### config.mk
export PLATFORM = sky130hd
export DESIGN_NAME = cgo_div
export DESIGN_NICKNAME = d
export VERILOG_FILES = /design/src/sv/cgo_div.sv
export SDC_FILE = /design/constraint.sdc
export NUM_CORES = 1
export LEC_CHECK = 0
export ABC_CLOCK_PERIOD_IN_PS = 2310
export BUFFER_PORTS_ARGS = -buffer_cell sky130_fd_sc_hd__buf_2
export CORE_MARGIN = 4
export CORE_UTILIZATION = 45
export CTS_CLUSTER_SIZE = 12
export DETAILED_ROUTE_END_ITERATION = 12
export PLACE_DENSITY = 0.72
export SLEW_MARGIN = 20
export SYNTH_ARGS = -nofsm -noshare
export SYNTH_HDL_FRONTEND = slang
export SYNTH_SLANG_ARGS = --single-unit
### constraint.sdc
create_clock -name clk_i -period 2.31 [get_ports clk_i]
set_clock_uncertainty 0.2 [all_clocks]
set_input_delay 0.1155 -clock clk_i [delete_from_list [all_inputs] [get_ports clk_i]]
set_output_delay 0.1155 -clock clk_i [all_outputs]
set_load 0.02 [all_outputs]
### src/sv/cgo_div.sv
// restoring divider, one quotient bit per cycle
// uses no package items
`default_nettype none
module cgo_div #(
  parameter int NW = 27,
  parameter int DW = 7
) (
  input  logic          clk_i,
  input  logic          rst_ni,
  input  logic          start_i,
  input  logic [NW-1:0] dividend_i,
  input  logic [DW-1:0] divisor_i,
  output logic          done_o,
  output logic [NW-1:0] quot_o
);
  localparam int CW = $clog2(NW + 1);

  logic [NW-1:0] quo_q;
  logic [DW-1:0] rem_q, dvs_q, rem_d;
  logic [CW-1:0] cnt_q;
  logic          run_q, done_q, ge;
  logic [DW:0]   shifted, diff;

  assign shifted = {rem_q, quo_q[NW-1]};
  assign diff    = shifted - {1'b0, dvs_q};
  assign ge      = shifted >= {1'b0, dvs_q};
  assign rem_d   = ge ? diff[DW-1:0] : shifted[DW-1:0];

  always_ff @(posedge clk_i or negedge rst_ni) begin
    if (!rst_ni) begin
      run_q  <= 1'b0;
      done_q <= 1'b0;
      cnt_q  <= '0;
    end else begin
      done_q <= 1'b0;
      if (start_i) begin
        run_q <= 1'b1;
        cnt_q <= CW'(NW);
      end else if (run_q) begin
        cnt_q <= cnt_q - CW'(1);
        if (cnt_q == CW'(1)) begin
          run_q  <= 1'b0;
          done_q <= 1'b1;
        end
      end
    end
  end

  always_ff @(posedge clk_i) begin
    if (start_i) begin
      quo_q <= dividend_i;
      rem_q <= '0;
      dvs_q <= divisor_i;
    end else if (run_q) begin
      quo_q <= {quo_q[NW-2:0], ge};
      rem_q <= rem_d;
    end
  end

  assign done_o = done_q;
  assign quot_o = quo_q;
endmodule
`default_nettype wire

======== Word level (Yosys, flattened, before mapping) ========
Cells that the tools add are included.
word-level totals
  memories ................................ 0
  bits in read-only memories .............. 0
  flip-flop bits (word level) ............. 48
  latch bits .............................. 0
  memory bits (writable) .................. 0
  output and inout bits ................... 28
  logic and storage cells ................. 22
cells by class
  $mul .................................... 0
  add/subtract/negate cells ............... 2
  reductions and logical operators ........ 1
  multiplexer cells ....................... 11
  bitwise logic cells ..................... 0
  divide/modulo/power cells ............... 0
  shift-type cells ........................ 0
  order comparisons ....................... 1
  eq/ne operators ......................... 1
operators by type and width
  cell                 number
  $mux 27              2
  $mux 5               2
  $ge 8x7->1           1
  $mux 7               1
  $sub 7x7->7          1
  $mux 1               6
  $eq 5x1->1 const B   1
  $sub 5x1->5 const B  1
  $reduce_bool 2->1    1

======== Longest topological paths before layout ========
Gate-level depths: netlist of the first run.
  depth in word-level cells ............... 4
  gate-level depth with buffers ........... 9
  gate-level depth less buffers ........... 7

======== Worst setup path after synthesis of the first run ========
Ideal clock, no wire load.
  kind .................................... register -> register
  from .................................... register quo_q[26] (netlist: quot_o[26])
  to ...................................... register rem_q[0]
  stages on the path, launching flop included .. 10
  required time ........................... 2,022 ps
  buffers on the path ..................... 2
  path slack .............................. -194 ps
  data arrival time ....................... 2,216 ps
  cell sequence ........................... edfxtp_1 -> inv_1 -> ha_1 -> fa_1 -> nand2b_1 -> a211o_1 -> buf_6 -> and3_1 -> buf_6 -> a311oi_2
on the way
  longest elaborated chain between the ends .. 2
  elaborated cells on any way between the ends .. 3
  those cells by class .................... add/sub: 1; order compare: 1; mux: 1
RTL lines
  what                                       line    RTL
  start: declaration                         18      logic [NW-1:0] quo_q;
  start signal: assignment                   51      quo_q <= dividend_i;
  start signal: assignment                   55      quo_q <= {quo_q[NW-2:0], ge};
  $sub 7x7->7 or $ge 8x7->1 (tied branches)  25, 26
  $mux 7 (*)                                 27      assign rem_d = ge ? diff[DW-1:0] : shifted[DW-1:0];
  end signal: assignment                     56      rem_q <= rem_d;
  end: declaration                           19      logic [DW-1:0] rem_q, dvs_q, rem_d;
Every way passes the cells marked *; elsewhere a longest branch is shown, timed or not.
A chain may end at the register's enable or synchronous reset.

======== Worst setup path after layout of the first run ========
Same ends and word-level chain as after synthesis.

==> reports/metrics.cfg, run 1 <==
[floorplan]
rows = 26
core_mm2 = 0.00527
dieWidth_um = 82.7
die_area_mm2 = 0.00684
die_height_um = 82.7
io_pins = 65
start_util = 0.476

[pwr]
p_seq_frac = 0.414
p_per_area_mw_per_mm2 = 823
clkPwrFrac = 0.179
p_total_mw = 2.82
comb_power_share = 0.408
switchingPower_mw = 0.991
p_leak_nw = 1.46
p_int_mw = 1.83
ir_drop_mv = 0.475
netSwitchingFraction = 0.352

[clock_tree]
cts_max_path_buffers = 2
tritoncts = done
cts_root_buffer = clkbuf_8
ctsHtreeMaxLevel = 2
cts-buffers-inserted = 5
cts_num_sinks = 48
clock_latency_ns = 0.30
clkTransAtPathRegs_ns = 0.09

[routing]
ant_nets = 0
drc = 0
drt-vias-per-instance = 5.13
wl_per_cell_um = 15.5
totalWireLength_um = 5770
drt-pass1-iter-count = 4
drt_iter0_drc = 127
dr_total_vias = 1913

[timing]
relSlewSlack = 0.621
tightest_slew_ns = 0.568
setup_slack_ns = 0.0125
fin_hold_ws_ns = 0.156
final.min_clock_period_ns = 2.30
post-route-period-util = 0.995
final_hold_viol_count = 0
rsz0062_at_grt = yes
fmax_ghz = 0.435
setup_viol = 0
report.final.slew_viol_count = 0

[run_status]
status = finished clean

[logic_synthesis]
ys_types = 51
avgSynthCellArea_um2 = 12.6
synth_compound_area_frac = 0.118
synth_simple_gate_area_share = 0.112
synth_fp_nets = 246
synthesis.area_mm2 = 0.00251
synth_fa_ha_area_frac = 0.0528
ys_seq_elements = 48
yosysSeqAreaShare = 0.532
ys_async_sr_fraction = 0.146
synth_top_family_by_area = multiplexers
synthCells = 199
synth.area.mux_share = 0.121
synth_edf_count = 34
synth_xor_area_frac = 0.0209
synth-main-ff-cell = edfxtp_1
yosysWarningCount = 0

[cells_and_area]
finalInstanceArea_mm2 = 0.00342
area_growth_pct = 36.4
fillCellCount = 406
layout-drive-gt1-share = 0.399
nets = 349
num_antenna_cells = 0

[critical_path]
worstSetupStartpointType = flip-flop
end_kind = flip-flop
crit_arrival_ns = 2.31
worstSetupPathType = reg2reg
required_ns = 2.33
worstPathMaxFanout = 7

[global_route]
grt_pass1_vias = 1889
grt_max_degree = 28
globalRouteOverflowTotal = 0
grt_pass1_wl_um = 8830
grt_usage = 0.174
grt_antenna_before_repair = 0

[run]
max_cap_violations = 0

[place]
dp_slack_ns = 0.0357
dp_hpwl_um = 3700
gp_congestion = 0.831
portBuffers = 64
place_area_mm2 = 0.00295

[hold_path]
hold_path_class = in2reg

[logic make-up after synthesis]
kind of cell,Yosys count
AOI/OAI and AO/OA,34
xor gates and xnor gates,6
adders and majority gates,10
buffers and inverters,24
DFF,48
muxes,27
and+or+nand+nor,50
[synth_stat cells (2+ instances only)]
master / count / area share
a311oi_2: 2 / 0.012
o21ai_0: 4 / 0.0080
ha_1: 9 / 0.045
buf_6: 2 / 0.0090
o21a_1: 2 / 0.0060
dfrtp_1: 7 / 0.070
nor3b_1: 6 / 0.018
a31oi_1: 2 / 0.0050
nand2b_1: 7 / 0.017
inv_1: 13 / 0.019
dfxtp_1: 7 / 0.056
o21bai_1: 2 / 0.0060
o31ai_2: 2 / 0.010
mux2_2: 26 / 0.12
clkbuf_1: 5 / 0.0075
buf_1: 2 / 0.0030
a21o_1: 2 / 0.0060
xnor2_1: 5 / 0.017
nor2b_1: 5 / 0.012
nand4_1: 2 / 0.0050
a41oi_1: 4 / 0.014
edfxtp_1: 34 / 0.41
o21ai_1: 2 / 0.0040
nand2_1: 8 / 0.012
or2_2: 3 / 0.0075
nor2_1: 11 / 0.016
[power by group through the flow]
stage | sequential (mW) | clock [mW] | combinational (mW)
floorplan | 1.23 | 0 | 0.759
global placement | 1.18 | 0 | 1.03
detailed placement | 1.18 | 0 | 1.06
CTS | 1.16 | 0.513 | 1.11
global route | 1.18 | 0.552 | 1.25
finish | 1.17 | 0.503 | 1.15
[per-stage QoR]
stage	setup TNS, ns	cells	utilization
floorplan	-0.128	199	-
global placement	0	328	0.561
detailed placement	0	328	0.561
CTS	0	372	0.646
global route	-0.0425	373	0.650
finish	0	373	0.650
[what timing repair did]
action | in CTS | in global routing
hold buffers | 36 | 0
hold endpoints to repair | 41 | 0
pin swaps | 0 | 5
setup buffers | 0 | 1
resized for setup | 1 | 2
setup endpoints to repair | 1 | 3
[cell type report]
class	instances	area, um^2	share of cell area
tap	70	87.6	0.0256
multi-input combinational	127	1110	0.323
clock inverter	3	17.5	0.00512
clock buffer	5	68.8	0.0201
timing repair buffer	107	758	0.221
inverter	13	48.8	0.0142
sequential	48	1340	0.390
[placed cells by master (no fill, tap or decap), drive strengths merged, types with 6 or more instances in the layout]
master	count
buf	71
dfrtp	7
dfxtp	7
dlygate4sd3	36
edfxtp	34
ha	9
inv	14
mux2	26
nand2	8
nand2b	7
nor2	11
nor3b	6
o21ai	6
[state kept, by name, indices dropped and copies added (netlist names)]
name,cells
cnt_q,5
rem_q,7
quot_o,27
run_q,1
dvs_q,7
done_o,1
[critical path, stage by stage, from the launching register on]
cell and delay (ns):
edfxtp_1 0.40, inv_2 0.08, ha_4 0.16, fa_2 0.35
nand2b_4 0.16, a211o_4 0.37, and3_4 0.23, a311oi_2 0.26
[layer usage]
metal | track usage | routed length [um] | vias to the layer above | share of wire
li1 | - | - | 938 | -
met3 | 0.0358 | 311 | 10 | 0.054
met2 | 0.296 | 3010 | 60 | 0.52
met1 | 0.215 | 2340 | 905 | 0.40
met5 | 0 | 0 | - | 0
met4 | 0.0670 | 112 | 0 | 0.019
[worst paths after layout]
kind,slack [ns],to,cells after the start,startpoint
worst max-delay path,0.01,rem_q[0],7,quot_o[26]
worst min-delay path,0.16,cnt_q[4],2,start_i
worst max register to register,0.01,rem_q[0],7,quot_o[26]
worst min register to register,0.33,cnt_q[4],2,cnt_q[4]
max in group asynchronous,1.13,cnt_q[3],3,rst_ni
min in group asynchronous,0.54,cnt_q[1],3,rst_ni
Note: power is estimated with default switching activity, not from simulation.
==> run 2: changes to the inputs <==
--- a/config.mk
+++ b/config.mk
@@ -14,3 +14,2 @@
 export PLACE_DENSITY = 0.72
-export SLEW_MARGIN = 20
 export SYNTH_ARGS = -nofsm -noshare
==> constraint.sdc (replaced) <==
create_clock -name clk_i -period 2.31 [get_ports clk_i]
set_clock_uncertainty 0.2 [all_clocks]
set_input_delay 0.231 -clock clk_i [delete_from_list [all_inputs] [get_ports clk_i]]
set_output_delay 0.231 -clock clk_i [all_outputs]
set_load 0.02 [all_outputs]
==> run 2 against run 1 <==
Against the previous run: final area shrank 6.3%; utilization is 4.1 points lower; setup slack improved by 0.060 ns; clock-buffer cell count did not move; sequential share of layout area is 2.6 points higher; first-iteration DRC count grew 2.4%; largest cell class unchanged.
==> reports/metrics.cfg, run 2 (synthesis results as in run 1) <==
[floorplan]
die_area_mm2 = 0.00684  ; unchanged
dieWidth_um = 82.7  ; unchanged
rows = 26  ; unchanged
io_pins = 65  ; unchanged
start_util = 0.476  ; unchanged
die_height_um = 82.7  ; unchanged
core_mm2 = 0.00527  ; unchanged

[place]
portBuffers = 64  ; unchanged
placed_cells = 328  ; unchanged
dp_slack_ns = 0.0658  ; +0.0301 ns
place_area_mm2 = 0.00295  ; unchanged
gp_congestion = 0.833  ; +0.18%
dp_hpwl_um = 3560  ; -3.7%

[cells_and_area]
layout_commonest_cell = buf_2
layout_common_cells = buf_2 (64), edfxtp_1 (34), mux2_2 (26), inv_1 (12), nor2_1 (11)
num_antenna_cells = 0  ; unchanged
finalInstanceArea_mm2 = 0.00321  ; -6.3%
final_cells = 345  ; -7.5%
seqCellArea_mm2 = 0.00134  ; unchanged
multi_input_area_mm2 = 0.00110  ; -0.68%
final_util = 0.609  ; -0.0408
fillCellCount = 452  ; +11%
layout-drive-gt1-share = 0.440  ; +0.0407
area_growth_pct = 27.9
largest_reg_flops = 27  ; unchanged
nets = 321  ; -8.0%

[pwr]
p_per_area_mw_per_mm2 = 953  ; +16%
ir_drop_mv = 0.569  ; +20%
p_leak_nw = 1.37  ; -5.8%
p_total_mw = 3.06  ; +8.5%

[global_route]
grt_pass1_wl_um = 7740  ; -12%
globalRouteOverflowTotal = 0  ; unchanged
grt_antenna_before_repair = 0  ; unchanged
grt_pass1_vias = 1682  ; -11%
grt_usage = 0.149  ; -0.0248
grt_max_degree = 31  ; +11%

[critical_path]
worstSetupPathType = reg2reg
slowest_delay_ns = 0.42  ; +0.02 ns
cpMaxStageDelayCell = edfxtp_1
crit_chain = ha_4 > fa_2 > nand2b_4 > a211o_4 > and3_4 > a311oi_2
required_ns = 2.33  ; about the same
worstPathMaxFanout = 8  ; +1
end_kind = flip-flop
worstSetupStartpointType = flip-flop
crit_arrival_ns = 2.26  ; -0.05 ns
r2r_cells = 6  ; -1

[timing]
setup_viol = 0  ; unchanged
fin_hold_ws_ns = 0.0269  ; -0.129 ns
final.min_clock_period_ns = 2.24  ; -0.0600 ns
rsz0062_at_grt = yes
relSlewSlack = 0.627  ; +0.00573
fmax_ghz = 0.447  ; +2.7%
report.final.slew_viol_count = 0  ; unchanged
post-route-period-util = 0.969  ; -0.0260
tightest_slew_ns = 0.560  ; -0.00859 ns
tns_ns = 0  ; unchanged
setup_slack_ns = 0.0725  ; +0.0600 ns
final_hold_viol_count = 0  ; unchanged

[routing]
wl_per_cell_um = 14.2  ; -8.2%
drt-vias-per-instance = 5.10  ; -0.59%
drc = 0  ; unchanged
drt_iter0_drc = 130  ; +2.4%
ant_nets = 0  ; unchanged
totalWireLength_um = 4900  ; -15%
dr_total_vias = 1759  ; -8.1%
drt-pass1-iter-count = 4  ; unchanged

[clock_tree]
ctsHtreeMaxLevel = 2  ; unchanged
cts-buffers-inserted = 5  ; unchanged
cts_num_sinks = 48  ; unchanged
tritoncts = done
cts_root_buffer = clkbuf_8
clkTransAtPathRegs_ns = 0.09  ; about the same
clock_latency_ns = 0.30  ; about the same
cts_max_path_buffers = 2  ; unchanged

[hold_path]
hold_path_class = in2reg
hold_depth = 2  ; unchanged

[run]
max_cap_violations = 0  ; unchanged

[run_status]
status = finished clean

-- run 2: cell count changes in the layout (fill, tap and decap cells not counted), sizes merged --
cell	change
dlygate4sd3	-28
clkinv	-2
inv	-1
bufinv	+3
-- run 2: area by class of cell --
cell class / count / share of cell area
inverters: 13 / 0.0152
clock inverters: 3 / 0.0281
well taps: 70 / 0.0273
clock buffers: 5 / 0.0214
multi-input cells: 127 / 0.343
flip-flops and latches: 48 / 0.416
repair buffers: 79 / 0.149
-- run 2: path summary, 6_finish.rpt --
check                                    from   endpoint  slack [ns]
max in group asynchronous              rst_ni      run_q        1.68
min in group asynchronous              rst_ni   cnt_q[1]        0.08
worst max-delay path                 dvs_q[0]   rem_q[2]        0.07
worst min-delay path            dividend_i[9]  quot_o[9]        0.03
worst max register to register       dvs_q[0]   rem_q[2]        0.07
worst min register to register       rem_q[1]   rem_q[2]        0.33
-- run 2: what timing repair did --
action	in CTS	in global routing
gates resized for setup	0	2
endpoints found under the setup margin	0	3
endpoints found under the hold margin	14	0
setup buffers	0	1
hold buffers	8	0
-- run 2: metal layers --
metal	GRT usage	wire length [um]	vias up
met5	0	0	-
met1	0.203	2220	837
met4	0.0490	50	0
met3	0.0347	254	4
met2	0.233	2370	37
li1	-	-	881
-- run 2: critical path, delay by kind of cell, from the launching register on --
| family | cells | cell delay, ns |
|---|---|---|
| compound gates | 2 | 0.62 |
| fa+ha+maj | 2 | 0.52 |
| flops | 1 | 0.42 |
| simple gates | 2 | 0.38 |
-- run 2: power by group --
part / internal (mW) / total (mW) / switching [mW] / leakage, nW
registers: 1.07 / 1.16 / 0.0968 / 0.488
clock network: 0.541 / 0.824 / 0.283 / 0.0784
logic: 0.514 / 1.07 / 0.556 / 0.805
